===== src/cscm_pkg.sv =====
package cscm_pkg;

  localparam int unsigned CFG_IDX_W  = 1;
  localparam int unsigned CFG_DATA_W = 16;

  // Register indexes on the configuration port.
  localparam logic [CFG_IDX_W-1:0] REG_HALF_PERIOD  = 1'd0;
  localparam logic [CFG_IDX_W-1:0] REG_START_BRIGHT = 1'd1;

  localparam logic [15:0] HALF_PERIOD_RST  = 16'd500;
  localparam logic [3:0]  START_BRIGHT_RST = 4'd0;
  localparam logic [5:0]  MINUTE_MAX       = 6'd59;
  localparam logic [4:0]  HOUR_MAX         = 5'd23;
  localparam logic [3:0]  BRIGHT_MAX       = 4'd15;

  typedef enum logic [2:0] {
    MODE_MAIN   = 3'd0,
    MODE_TIME   = 3'd1,
    MODE_ALARM  = 3'd2,
    MODE_BRIGHT = 3'd3,
    MODE_RING   = 3'd4
  } mode_e;

  typedef enum logic [2:0] {
    KIND_TICK  = 3'd0,
    KIND_RIGHT = 3'd1,
    KIND_LEFT  = 3'd2,
    KIND_PRESS = 3'd3,
    KIND_RTC   = 3'd4,
    KIND_PIN   = 3'd5
  } kind_e;

  typedef enum logic [2:0] {
    CMD_NONE       = 3'd0,
    CMD_WR_TIME    = 3'd1,
    CMD_WR_ALARM   = 3'd2,
    CMD_SAVE_BRT   = 3'd3,
    CMD_CLR_ALARM  = 3'd4
  } cmd_e;

  typedef struct packed {
    logic [2:0] kind;
    logic [4:0] rtc_hour;
    logic [5:0] rtc_minute;
    logic       pin_level;
    logic       alarm_flag;
  } in_t;

  typedef struct packed {
    logic [2:0] mode;
    logic [1:0] menu_position;
    logic       edit_hours;
    logic [4:0] hours;
    logic [5:0] minutes;
    logic [3:0] level;
    logic       digits_visible;
    logic       flash_on;
    logic [2:0] command;
  } out_t;

  typedef struct packed {
    mode_e       mode;
    logic [1:0]  position;
    logic        field;
    logic [4:0]  hour;
    logic [5:0]  minute;
    logic [3:0]  bright;
    logic        visible;
    logic        flash;
    logic [15:0] elapsed;
    logic        prev_pin;
  } state_t;

endpackage


===== src/cscm_stage.sv =====
module cscm_stage #(
  parameter type T = logic
) (
  input  logic clk_i,
  input  logic rst_ni,
  input  logic valid_i,
  output logic ready_o,
  input  T     data_i,
  output logic valid_o,
  input  logic ready_i,
  output T     data_o
);

  logic valid_q;
  T     data_q;

  assign ready_o = !valid_q || ready_i;
  assign valid_o = valid_q;
  assign data_o  = data_q;

  always_ff @(posedge clk_i or negedge rst_ni) begin
    if (!rst_ni) begin
      valid_q <= 1'b0;
    end else if (ready_o) begin
      valid_q <= valid_i;
    end
  end

  always_ff @(posedge clk_i) begin
    if (ready_o && valid_i) begin
      data_q <= data_i;
    end
  end

endmodule


===== src/cscm_next.sv =====
module cscm_next (
  input  cscm_pkg::state_t st_i,
  input  cscm_pkg::in_t    item_i,
  input  logic [15:0]      half_period_i,
  output cscm_pkg::state_t st_o,
  output cscm_pkg::out_t   res_o
);

  logic        set_mode;
  logic [6:0]  m_inc;
  logic        m_over;
  logic [5:0]  h_inc;
  logic [4:0]  inc_hour;
  logic [5:0]  inc_min;
  logic        min_under;
  logic        hour_dec;
  logic        hour_under;
  logic [4:0]  dec_hour;
  logic [5:0]  dec_min;
  logic [15:0] tick_cnt;
  cscm_pkg::cmd_e   cmd;
  cscm_pkg::state_t st_d;

  assign set_mode = (st_i.mode == cscm_pkg::MODE_TIME) || (st_i.mode == cscm_pkg::MODE_ALARM);

  // Right turn: bump the edited field, carry a minute overflow into the hour.
  assign m_inc    = {1'b0, st_i.minute} + {6'd0, !st_i.field};
  assign m_over   = m_inc > {1'b0, cscm_pkg::MINUTE_MAX};
  assign h_inc    = {1'b0, st_i.hour} + {5'd0, st_i.field} + {5'd0, m_over};
  assign inc_hour = (h_inc > {1'b0, cscm_pkg::HOUR_MAX}) ? 5'd0 : h_inc[4:0];
  assign inc_min  = m_over ? 6'd0 : m_inc[5:0];

  // Left turn: an hour underflow lands on 23:59.
  assign min_under  = !st_i.field && (st_i.minute == 6'd0);
  assign hour_dec   = st_i.field || min_under;
  assign hour_under = hour_dec && (st_i.hour == 5'd0);
  assign dec_hour   = hour_under ? cscm_pkg::HOUR_MAX : (st_i.hour - {4'd0, hour_dec});
  assign dec_min    = (hour_under || min_under) ? cscm_pkg::MINUTE_MAX :
                      (st_i.field ? st_i.minute : st_i.minute - 6'd1);

  assign tick_cnt = (st_i.elapsed != 16'hFFFF) ? st_i.elapsed + 16'd1 : st_i.elapsed;

  always_comb begin
    st_d = st_i;
    cmd  = cscm_pkg::CMD_NONE;
    case (cscm_pkg::kind_e'(item_i.kind))
      cscm_pkg::KIND_TICK: begin
        st_d.elapsed = tick_cnt;
        if (tick_cnt > half_period_i) begin
          if (set_mode) begin
            st_d.visible = !st_i.visible;
            st_d.elapsed = 16'd0;
          end else if (st_i.mode == cscm_pkg::MODE_RING) begin
            st_d.flash   = !st_i.flash;
            st_d.elapsed = 16'd0;
          end
        end
      end
      cscm_pkg::KIND_RIGHT, cscm_pkg::KIND_LEFT: begin
        if (st_i.mode == cscm_pkg::MODE_MAIN) begin
          st_d.position = st_i.position +
                          ((item_i.kind == cscm_pkg::KIND_RIGHT) ? 2'd1 : 2'd3);
        end else if (set_mode) begin
          st_d.elapsed = 16'd0;
          st_d.visible = 1'b1;
          if (item_i.kind == cscm_pkg::KIND_RIGHT) begin
            st_d.hour   = inc_hour;
            st_d.minute = inc_min;
          end else begin
            st_d.hour   = dec_hour;
            st_d.minute = dec_min;
          end
        end else if (st_i.mode == cscm_pkg::MODE_BRIGHT) begin
          if (item_i.kind == cscm_pkg::KIND_RIGHT) begin
            if (st_i.bright != cscm_pkg::BRIGHT_MAX) st_d.bright = st_i.bright + 4'd1;
          end else begin
            if (st_i.bright != 4'd0) st_d.bright = st_i.bright - 4'd1;
          end
        end
      end
      cscm_pkg::KIND_PRESS: begin
        unique case (st_i.mode)
          cscm_pkg::MODE_RING: begin
            st_d.mode     = cscm_pkg::MODE_MAIN;
            st_d.position = 2'd0;
          end
          cscm_pkg::MODE_MAIN: begin
            st_d.mode = cscm_pkg::mode_e'({1'b0, st_i.position});
          end
          cscm_pkg::MODE_TIME, cscm_pkg::MODE_ALARM: begin
            if (!st_i.field) begin
              st_d.field = 1'b1;
            end else begin
              cmd = (st_i.mode == cscm_pkg::MODE_TIME) ? cscm_pkg::CMD_WR_TIME :
                                                          cscm_pkg::CMD_WR_ALARM;
              st_d.field    = 1'b0;
              st_d.mode     = cscm_pkg::MODE_MAIN;
              st_d.position = 2'd0;
            end
          end
          cscm_pkg::MODE_BRIGHT: begin
            cmd           = cscm_pkg::CMD_SAVE_BRT;
            st_d.field    = 1'b0;
            st_d.mode     = cscm_pkg::MODE_MAIN;
            st_d.position = 2'd0;
          end
          default: ;
        endcase
      end
      cscm_pkg::KIND_RTC: begin
        if ((st_i.mode == cscm_pkg::MODE_MAIN) && (st_i.position == 2'd0)) begin
          st_d.hour   = item_i.rtc_hour;
          st_d.minute = item_i.rtc_minute;
        end
      end
      cscm_pkg::KIND_PIN: begin
        if (!item_i.pin_level && st_i.prev_pin && item_i.alarm_flag) begin
          st_d.mode = cscm_pkg::MODE_RING;
          cmd       = cscm_pkg::CMD_CLR_ALARM;
        end
        st_d.prev_pin = item_i.pin_level;
      end
      default: ;
    endcase
  end

  assign st_o = st_d;

  always_comb begin
    res_o.mode           = st_d.mode;
    res_o.menu_position  = st_d.position;
    res_o.edit_hours     = st_d.field;
    res_o.hours          = st_d.hour;
    res_o.minutes        = st_d.minute;
    res_o.level          = st_d.bright;
    res_o.digits_visible = st_d.visible;
    res_o.flash_on       = (st_d.mode == cscm_pkg::MODE_RING) ? st_d.flash : 1'b0;
    res_o.command        = cmd;
  end

endmodule


===== src/clock_setting_menu_controller_top.sv =====
// Menu controller for an alarm clock. Each input beat is one event: a
// millisecond tick, an encoder turn right or left, a press, a time read from
// the real-time clock, or a change of the clock's interrupt pin. Every input
// beat yields exactly one output beat with the menu state after the event
// (mode, menu position, edited field, hours, minutes, brightness, blink and
// flash state) and a command for the clock chip or for storage.
// Both channels use valid/ready. An input beat lands in the input register;
// once the output register can take it, the state update and the result
// are formed in one short combinational pass and captured in the output
// register. While the receiver keeps taking results, one beat is taken
// every cycle.
// When the receiver stalls, the output register holds its beat and the
// input register can still take one more; after that in_ready_o drops until
// the receiver takes the result.
// Reset empties both registers, puts the menu in main mode at position 0
// with 00:00 shown, digits visible, flash off, brightness 0 and a blink half
// period of 500 ticks. The configuration port writes the blink half period
// (index 0) or the stored brightness (index 1), which also loads the current
// brightness; write it only while no beat is in flight.
module clock_setting_menu_controller_top (
  input  logic                               clk_i,
  input  logic                               rst_ni,
  input  logic                               in_valid_i,
  output logic                               in_ready_o,
  input  cscm_pkg::in_t                      in_data_i,
  output logic                               out_valid_o,
  input  logic                               out_ready_i,
  output cscm_pkg::out_t                     out_data_o,
  input  logic                               cfg_we_i,
  input  logic [cscm_pkg::CFG_IDX_W-1:0]     cfg_idx_i,
  input  logic [cscm_pkg::CFG_DATA_W-1:0]    cfg_data_i
);

  logic             item_valid;
  logic             res_ready;
  logic             advance;
  cscm_pkg::in_t    item;
  cscm_pkg::out_t   res;
  cscm_pkg::state_t state_q;
  cscm_pkg::state_t state_d;
  cscm_pkg::state_t state_nxt;
  logic [15:0]      half_period_q;

  // Input register.
  cscm_stage #(.T(cscm_pkg::in_t)) u_in_stage (
    .clk_i   (clk_i),
    .rst_ni  (rst_ni),
    .valid_i (in_valid_i),
    .ready_o (in_ready_o),
    .data_i  (in_data_i),
    .valid_o (item_valid),
    .ready_i (res_ready),
    .data_o  (item)
  );

  // The event logic: next menu state and the result beat.
  cscm_next u_next (
    .st_i          (state_q),
    .item_i        (item),
    .half_period_i (half_period_q),
    .st_o          (state_nxt),
    .res_o         (res)
  );

  // Output register.
  cscm_stage #(.T(cscm_pkg::out_t)) u_out_stage (
    .clk_i   (clk_i),
    .rst_ni  (rst_ni),
    .valid_i (item_valid),
    .ready_o (res_ready),
    .data_i  (res),
    .valid_o (out_valid_o),
    .ready_i (out_ready_i),
    .data_o  (out_data_o)
  );

  // Besides configuration writes, the menu state moves only when the event's
  // result enters the output register, so the following event sees the update.
  assign advance = item_valid && res_ready;

  always_comb begin
    state_d = state_q;
    if (advance) begin
      state_d = state_nxt;
    end
    if (cfg_we_i && (cfg_idx_i == cscm_pkg::REG_START_BRIGHT)) begin
      state_d.bright = cfg_data_i[3:0];
    end
  end

  always_ff @(posedge clk_i or negedge rst_ni) begin
    if (!rst_ni) begin
      state_q.mode     <= cscm_pkg::MODE_MAIN;
      state_q.position <= 2'd0;
      state_q.field    <= 1'b0;
      state_q.hour     <= 5'd0;
      state_q.minute   <= 6'd0;
      state_q.bright   <= cscm_pkg::START_BRIGHT_RST;
      state_q.visible  <= 1'b1;
      state_q.flash    <= 1'b0;
      state_q.elapsed  <= 16'd0;
      state_q.prev_pin <= 1'b0;
      half_period_q    <= cscm_pkg::HALF_PERIOD_RST;
    end else begin
      state_q <= state_d;
      if (cfg_we_i && (cfg_idx_i == cscm_pkg::REG_HALF_PERIOD)) begin
        half_period_q <= cfg_data_i[15:0];
      end
    end
  end

  // A cleared alarm command always comes with the ringing mode.
  a_clr_ring: assert property (@(posedge clk_i) disable iff (!rst_ni)
    out_valid_o && (out_data_o.command == cscm_pkg::CMD_CLR_ALARM)
    |-> (out_data_o.mode == cscm_pkg::MODE_RING))
    else $error("clear-alarm command outside ringing mode");

  // Flash is only reported while ringing.
  a_flash_ring: assert property (@(posedge clk_i) disable iff (!rst_ni)
    out_valid_o && out_data_o.flash_on |-> (out_data_o.mode == cscm_pkg::MODE_RING))
    else $error("flash reported outside ringing mode");

  // A commit or save returns to the main menu at position 0, minutes field.
  a_commit_main: assert property (@(posedge clk_i) disable iff (!rst_ni)
    out_valid_o && ((out_data_o.command == cscm_pkg::CMD_WR_TIME) ||
                    (out_data_o.command == cscm_pkg::CMD_WR_ALARM) ||
                    (out_data_o.command == cscm_pkg::CMD_SAVE_BRT))
    |-> (out_data_o.mode == cscm_pkg::MODE_MAIN) && (out_data_o.menu_position == 2'd0) &&
        !out_data_o.edit_hours)
    else $error("commit did not return to main menu");

  // While the result is stalled no event may touch the menu state.
  a_stall_hold: assert property (@(posedge clk_i) disable iff (!rst_ni)
    out_valid_o && !out_ready_i && !cfg_we_i |=> $stable(state_q))
    else $error("menu state changed while output stalled");

endmodule


===== config.mk =====
export PLATFORM = sky130hd
export DESIGN_NAME = clock_setting_menu_controller_top
export DESIGN_NICKNAME = d
export VERILOG_FILES = /design/src/cscm_pkg.sv /design/src/cscm_stage.sv /design/src/cscm_next.sv /design/src/clock_setting_menu_controller_top.sv
export SDC_FILE = /design/constraint.sdc
export NUM_CORES = 1
export LEC_CHECK = 0
export ABC_AREA = 1
export BUFFER_PORTS_ARGS = -buffer_cell sky130_fd_sc_hd__buf_2
export CAP_MARGIN = 20
export CORE_MARGIN = 2
export CORE_UTILIZATION = 50
export CTS_BUF_LIST = sky130_fd_sc_hd__clkbuf_16
export DETAILED_ROUTE_END_ITERATION = 10
export GPL_TIMING_DRIVEN = 1
export PLACE_DENSITY = 0.73
export SLEW_MARGIN = 20
export SYNTH_ARGS = -nofsm -noshare
export SYNTH_HDL_FRONTEND = slang
export SYNTH_SLANG_ARGS = --single-unit

===== constraint.sdc =====
create_clock -name clk_i -period 2.8 [get_ports clk_i]
set_input_delay 0.42 -clock clk_i [delete_from_list [all_inputs] [get_ports clk_i]]
set_output_delay 0.42 -clock clk_i [all_outputs]
set_load 0.01 [all_outputs]

==> results.txt, run 1 <==
VDD IR max = 0.5675 mV
Worst-case clock buffer depth = 2
Mux contribution to synthesized area = 0.1907%
Area fraction in compound gates after synthesis = 10.51%
DIE WIDTH = 112.7 um
Fin. max-slew vios = 0
Post-synth cell types = 45
Post-synthesis adder-cell area fraction = 6.273%
Crit path cell chain = nand2_1 > nor2_2 > inv_1 > nor3_4 > nand3_2 > xor2_1 > nor2_1 > inv_1 > ha_1 > nand2_1 > nor3_4 > buf_6 > nand2_4 > nand2_4 > nand2_4 > buf_6 > nand2_2 > nand3_2 > a22oi_1
MaxCap Viol Count = 0
WL final = 15890 um
PortBufs = 65
RSZ-0062 raised after global routing = true
Clock Skews = 0.007875 ns
First-pass GRT wire length = 24740 um
Tot Pwr = 5.952 mW
Synthesized flop and latch total = 100
Initial antenna violation count = 0
Residual DRC = 0
Drt pass-1 iters = 7
Status = finished with violations
Max H-tree Level = 3
CP most frequent cell = nand2_4
DR iter-0 viols = 392
Synth Warn # = 0
Nets = 910
Core area = 11470 um^2
Post-route ant nets = 0
FP Rows = 39
Relative slew slack = 54.03%
DIE HEIGHT = 112.7 um
Syn_nets = 768
FF/Latch Area = 2721 um^2
Violated checks = negative setup slack
Gp weighted congestion = 0.9569
Final Util = 67.56%
CP Max Fanout = 3
Crit-path slowest cell = dfrtp_1
Simple-Gate Fraction of Synth Area = 24.03%
Post-synth EDFFs = 42
Vias in the first global route = 5269
Crit path launch = state_q[2]
RR Startpoint = state_q[2]
ANT cells = 0
Crit Path Category = reg -> reg
Worst slew pin tran = 0.6895 ns
XOR/XNOR Fraction of Synth Area = 3.708%
Final worst-path cycle share = 111.2%
Largest net degree at the start of global routing = 41
CP peak stage delay = 0.39 ns
CTS tree = done
Fillers = 863
Mapped Cells = 701
Final Hold Viols = 0
Post-Syn Area = 5904 um^2
Total GRT Usage = 24.32%
Ys async rst share = 58.00%
Area grow syn2layout = 31.21%
Via count = 5518
Crit. End Element = register
Dominant synthesized flop cell = dfrtp_1
PnR worst setup slack = -0.3136 ns
PwrDens = 768.2 nW/um^2
Die ar. = 12690 um^2
Multi-input gate area = 3129 um^2
Detail Placement HPWL = 10570 um
Worst endpoint required time = 2.99 ns
Largest family of logic cells by synthesized area = simple AND/OR/NAND/NOR gates
Setup TNS = -4.522 ns
Top Ports = 66
Drt wl/cell = 16.03 um
Clock latency on the worst-skew pair = 0.36 ns
R2r setup slk = -0.31 ns
Worst setup path endpoint = u_out_stage.data_o[4]
Post-layout min period = 3.114 ns
Crit path DAT = 3.30 ns
Finished Layout Cells = 991
Startpoint Class = register
Remaining Overflow, GRT = 0
Clock-pin slew on the worst setup and hold paths = 0.07 ns
CTS Buf Count = 9
Clock sink total = 100
Final Setup Violations = 30
Tightest Hold Check Type = in -> async
Seq/Total Area, Yosys = 46.09%
R2r worst-path depth = 19
Clock Tree Root = clkbuf_16
Share of layout cells above drive strength 1 = 33.25%
Cells after DPL = 943
Syn avg cell area = 8.423 um^2
Post-DR vias/cell = 5.568
R2R Path End = u_out_stage.data_o[4]
Leak Pwr = 3.784 nW
Initial Util = 51.49%
Peak Freq = 321.2 MHz
where the power goes:
group / total (mW) / switching [mW] / internal (mW)
clock network: 1.23 / 0.548 / 0.683
registers: 2.20 / 0.297 / 1.91
logic: 2.52 / 1.55 / 0.972
total: 5.95 / 2.39 / 3.56
kinds of logic (layout without fill, tap and decap cells):
group / after synthesis / count (layout)
XOR/XNOR: 25 / 25
adder cells (fa/ha/maj): 29 / 29
AND/OR/NAND/NOR: 301 / 302
AO/OA/AOI/OAI: 111 / 111
buffers and inverters: 134 / 280
multiplexers: 1 / 1
flip-flops: 100 / 100
state kept, by name, indices dropped and copies added (netlist names):
| register | count |
|---|---|
| half_period_q | 16 |
| u_out_stage.data_o | 26 |
| u_out_stage.valid_o | 1 |
| state_q | 40 |
| u_in_stage.valid_o | 1 |
| u_in_stage.data_o | 16 |
worst max-delay path, delay by kind of cell (launching register included):
family                   cells  cell delay [ns]
AO/OA/AOI/OAI                1             0.21
XOR/XNOR                     1             0.16
adder cells (fa/ha/maj)      1             0.29
buffers and inverters        4             0.44
flip-flops                   1             0.39
AND/OR/NAND/NOR             12             1.47
cells in the mapped netlist, types with 2 or more instances:
master	number	area [um^2]
clkbuf_1	5	18.77
a21oi_1	30	150.1
inv_2	3	11.26
nor3_2	2	20.02
dfrtp_1	51	1276
ha_1	28	350.3
o21ai_1	5	25.02
o211ai_1	3	22.52
a2111oi_0	2	17.52
nor2_4	3	33.78
o21ai_0	46	230.2
o21ai_2	4	35.03
dfstp_2	7	183.9
buf_4	2	15.01
o22ai_1	14	87.58
xnor2_1	3	26.28
nand2_1	144	540.5
or2_2	3	18.77
buf_6	2	22.52
nand4_1	12	75.07
nand3_2	4	40.04
nand3_1	57	285.3
inv_1	111	416.7
nor3_4	3	48.80
edfxtp_1	42	1261
nand2_2	9	56.30
buf_2	9	45.04
nor3_1	13	65.06
nor2_1	46	172.7
xor2_1	22	192.7
a31oi_1	2	12.51
worst min-delay path by stage:
stage,startpoint,end,slack [ns],cells past startpoint
2_1_floorplan,rst_ni,half_period_q[0],0.12,0
3_3_place_gp,half_period_q[4],half_period_q[4],0.47,2
3_5_place_dp,rst_ni,state_q[33],0.49,1
4_1_cts,rst_ni,state_q[33],0.11,1
5_1_grt,rst_ni,state_q[31],0.14,1
6_report,rst_ni,state_q[33],0.10,1
what timing repair did:
item	CTS	global route
hold buffers	0	0
pin swaps	17	19
buffers inserted	19	16
resized for setup	38	87
setup endpoints to repair	30	30
gates cloned	0	1
layout by cell type, fill, tap and decap left out, types with 5 or more instances in the layout:
master	instances
dfrtp_1	51
buf_6	6
nand3_2	21
inv_1	110
nand4_1	12
inv_2	5
o22ai_2	5
nand2_1	135
nand3_1	36
edfxtp_1	42
o21ai_1	10
nand2_2	13
nor3_4	6
buf_4	76
nor3_1	10
buf_2	65
a21oi_1	29
xor2_1	17
o21ai_0	25
ha_4	5
clkbuf_16	9
dfstp_2	7
o21ai_2	20
nand3_4	5
ha_1	22
o22ai_1	9
nor2_1	42
area by class of cell:
class                           count  area share [%]
Sequential cell                   100           35.13
Timing Repair Buffer              148           12.69
Tap cell                          143           2.309
Multi-Input combinational cell    468           40.39
Clock buffer                        9           2.907
Clock inverter                      7          0.7752
Inverter                          116           5.798
metrics by stage:
stage | setup slack (ns) | cell area, um^2 | hold WS [ns]
2_1_floorplan | 0.04386 | 5904 | 0.1244
3_3_place_gp | -0.1121 | 6698 | 0.4680
3_5_place_dp | -0.2849 | 6698 | 0.4861
4_1_cts | -0.02978 | 7249 | 0.1097
5_1_grt | -0.4749 | 7747 | 0.1433
6_report | -0.3136 | 7747 | 0.1016
routing by layer:
layer	up-vias	GRT usage [%]	part of all wire (%)
li1	2596	-	-
met1	2667	30.88	42
met2	220	41.52	50
met3	35	4.428	5.4
met4	0	9.187	2.5
met5	-	0	0
No activity file was read; power rests on OpenSTA's default activity.
==> inputs of run 2 (changes only) <==
--- a/config.mk
+++ b/config.mk
@@ -9,11 +9,10 @@
 export BUFFER_PORTS_ARGS = -buffer_cell sky130_fd_sc_hd__buf_2
 export CAP_MARGIN = 20
 export CORE_MARGIN = 2
-export CORE_UTILIZATION = 50
+export CORE_UTILIZATION = 40
 export CTS_BUF_LIST = sky130_fd_sc_hd__clkbuf_16
 export DETAILED_ROUTE_END_ITERATION = 10
 export GPL_TIMING_DRIVEN = 1
-export PLACE_DENSITY = 0.73
 export SLEW_MARGIN = 20
 export SYNTH_ARGS = -nofsm -noshare
 export SYNTH_HDL_FRONTEND = slang
==> results.txt, run 2 (synthesized netlist as in run 1, its figures left out) <==
Fillers = 1312
Leak Pwr = 3.679 nW
Clock sink total = 100
First-pass GRT wire length = 24210 um
Clock Skews = 0.008293 ns
Clock Tree Root = clkbuf_16
DIE WIDTH = 125.5 um
CP peak stage delay = 0.37 ns
Cells after DPL = 989
Total GRT Usage = 18.94%
Core area = 14480 um^2
Nets = 899
Worst slew pin tran = 0.6253 ns
Area grow syn2layout = 28.01%
Fin. max-slew vios = 0
Drt pass-1 iters = 5
Relative slew slack = 58.27%
Largest net degree at the start of global routing = 59
Vias in the first global route = 5181
CP Max Fanout = 3
DIE HEIGHT = 125.5 um
Residual DRC = 0
Drt wl/cell = 14.31 um
FP Rows = 44
Detail Placement HPWL = 10820 um
Final instance area = 7559 um^2
Share of layout cells above drive strength 1 = 29.99%
Via count = 5140
CTS tree = done
MaxCap Viol Count = 0
WL final = 14610 um
Crit-path slowest cell = dfrtp_1
CP bufs+invs = 6
Final Hold Viols = 0
Final worst-path cycle share = 107.8%
Largest reg by FF count = state_q
CP most frequent cell = nand2_4
Die ar. = 15750 um^2
Max H-tree Level = 3
Place WS = -0.3653 ns
Final Util = 52.20%
Status = finished with violations
Final Setup Violations = 20
R2r setup slk = -0.22 ns
CTS Buf Count = 9
Tightest Hold Check Type = in -> async
Gp weighted congestion = 0.9143
Clock-pin slew on the worst setup and hold paths = 0.07 ns
VDD IR max = 0.3086 mV
Worst-case clock buffer depth = 2
Peak Freq = 331.4 MHz
Violated checks = negative setup slack
PortBufs = 65
Max FFs per register = 40
Commonest non-fill, non-tap cell in the layout = nand2_1
Startpoint Class = register
Crit path DAT = 3.13 ns
DR iter-0 viols = 429
Crit Path Category = reg -> reg
Worst endpoint required time = 2.92 ns
Initial antenna violation count = 0
Setup TNS = -2.574 ns
Placed cell areas = 6799 um^2
RSZ-0062 raised after global routing = true
Hold slack = 0.05969 ns
PwrDens = 761.8 nW/um^2
Tot Pwr = 5.758 mW
Post-DR vias/cell = 5.034
Top Ports = 66
Clock latency on the worst-skew pair = 0.36 ns
Post-route ant nets = 0
Crit path cell chain = buf_4 > inv_1 > nor2_1 > inv_1 > nor3_4 > nand3_1 > xor2_1 > nor2_1 > inv_1 > ha_1 > nand2_1 > nor3_4 > buf_6 > nand2_4 > nand2_4 > nand2_4 > inv_6 > nand3_4 > nand2_4 > nor2_2
PnR worst setup slack = -0.2177 ns
Post-layout min period = 3.018 ns
Most frequent cells in the layout = 134 x nand2_1, 108 x inv_1, 70 x buf_4
Crit. End Element = register
ANT cells = 0
Initial Util = 40.78%
Remaining Overflow, GRT = 0
Finished Layout Cells = 1021
Crit-path leading delay family = simple AND/OR/NAND/NOR gates
[run 2: cell types whose count changed in the layout (fill, tap and decap cells not counted), moves of 4 or more]
cell     previous run  this run
buf_6               6         2
o21ai_1            10        15
buf_4              76        70
o22ai_2             5         0
nand3_2            21        16
nand3_1            36        41
o22ai_1             9        14
o21ai_2            20        12
[run 2: per-layer routing]
layer  global-route usage (%)  vias to the layer above  wire length (um)
li1                         -                     2565                 -
met1                    24.10                     2417              6437
met2                    31.38                      128              7089
met3                    3.466                       30               655
met4                    8.758                        0               425
met5                        0                        -                 0
[run 2: final timing paths]
path	startpoint	end	depth (start not counted)
worst max-delay path	state_q[1]	u_out_stage.data_o[3]	20
worst min-delay path	rst_ni	state_q[19]	2
worst max register to register	state_q[1]	u_out_stage.data_o[3]	20
worst min register to register	half_period_q[2]	half_period_q[2]	2
max in group asynchronous	rst_ni	state_q[18]	2
min in group clk_i	in_data_i[3]	u_in_stage.data_o[3]	1
[run 2: report_power, final]
part           switching, mW  internal, mW  total [mW]
Clock                  0.544         0.590        1.13
Combinational           1.48         0.965        2.45
Sequential             0.271          1.91        2.18
[run 2: final cells by class]
cell class                 count  area (um^2)  share of cell area (%)
clock inverter                 7        36.28                  0.4801
tap                          184        230.2                   3.046
multi-input combinational    467         3005                   39.76
inverter                     116        446.7                   5.910
timing repair buffer         138        893.4                   11.82
sequential                   100         2721                   36.00
clock buffer                   9        225.2                   2.980
[run 2: repair_timing]
item / in CTS / in global routing
endpoints found under the hold margin: 0 / 0
gates resized for setup: 35 / 62
setup endpoints to repair: 30 / 30
pin swaps: 18 / 29
hold buffers: 0 / 0
buffers inserted: 9 / 8
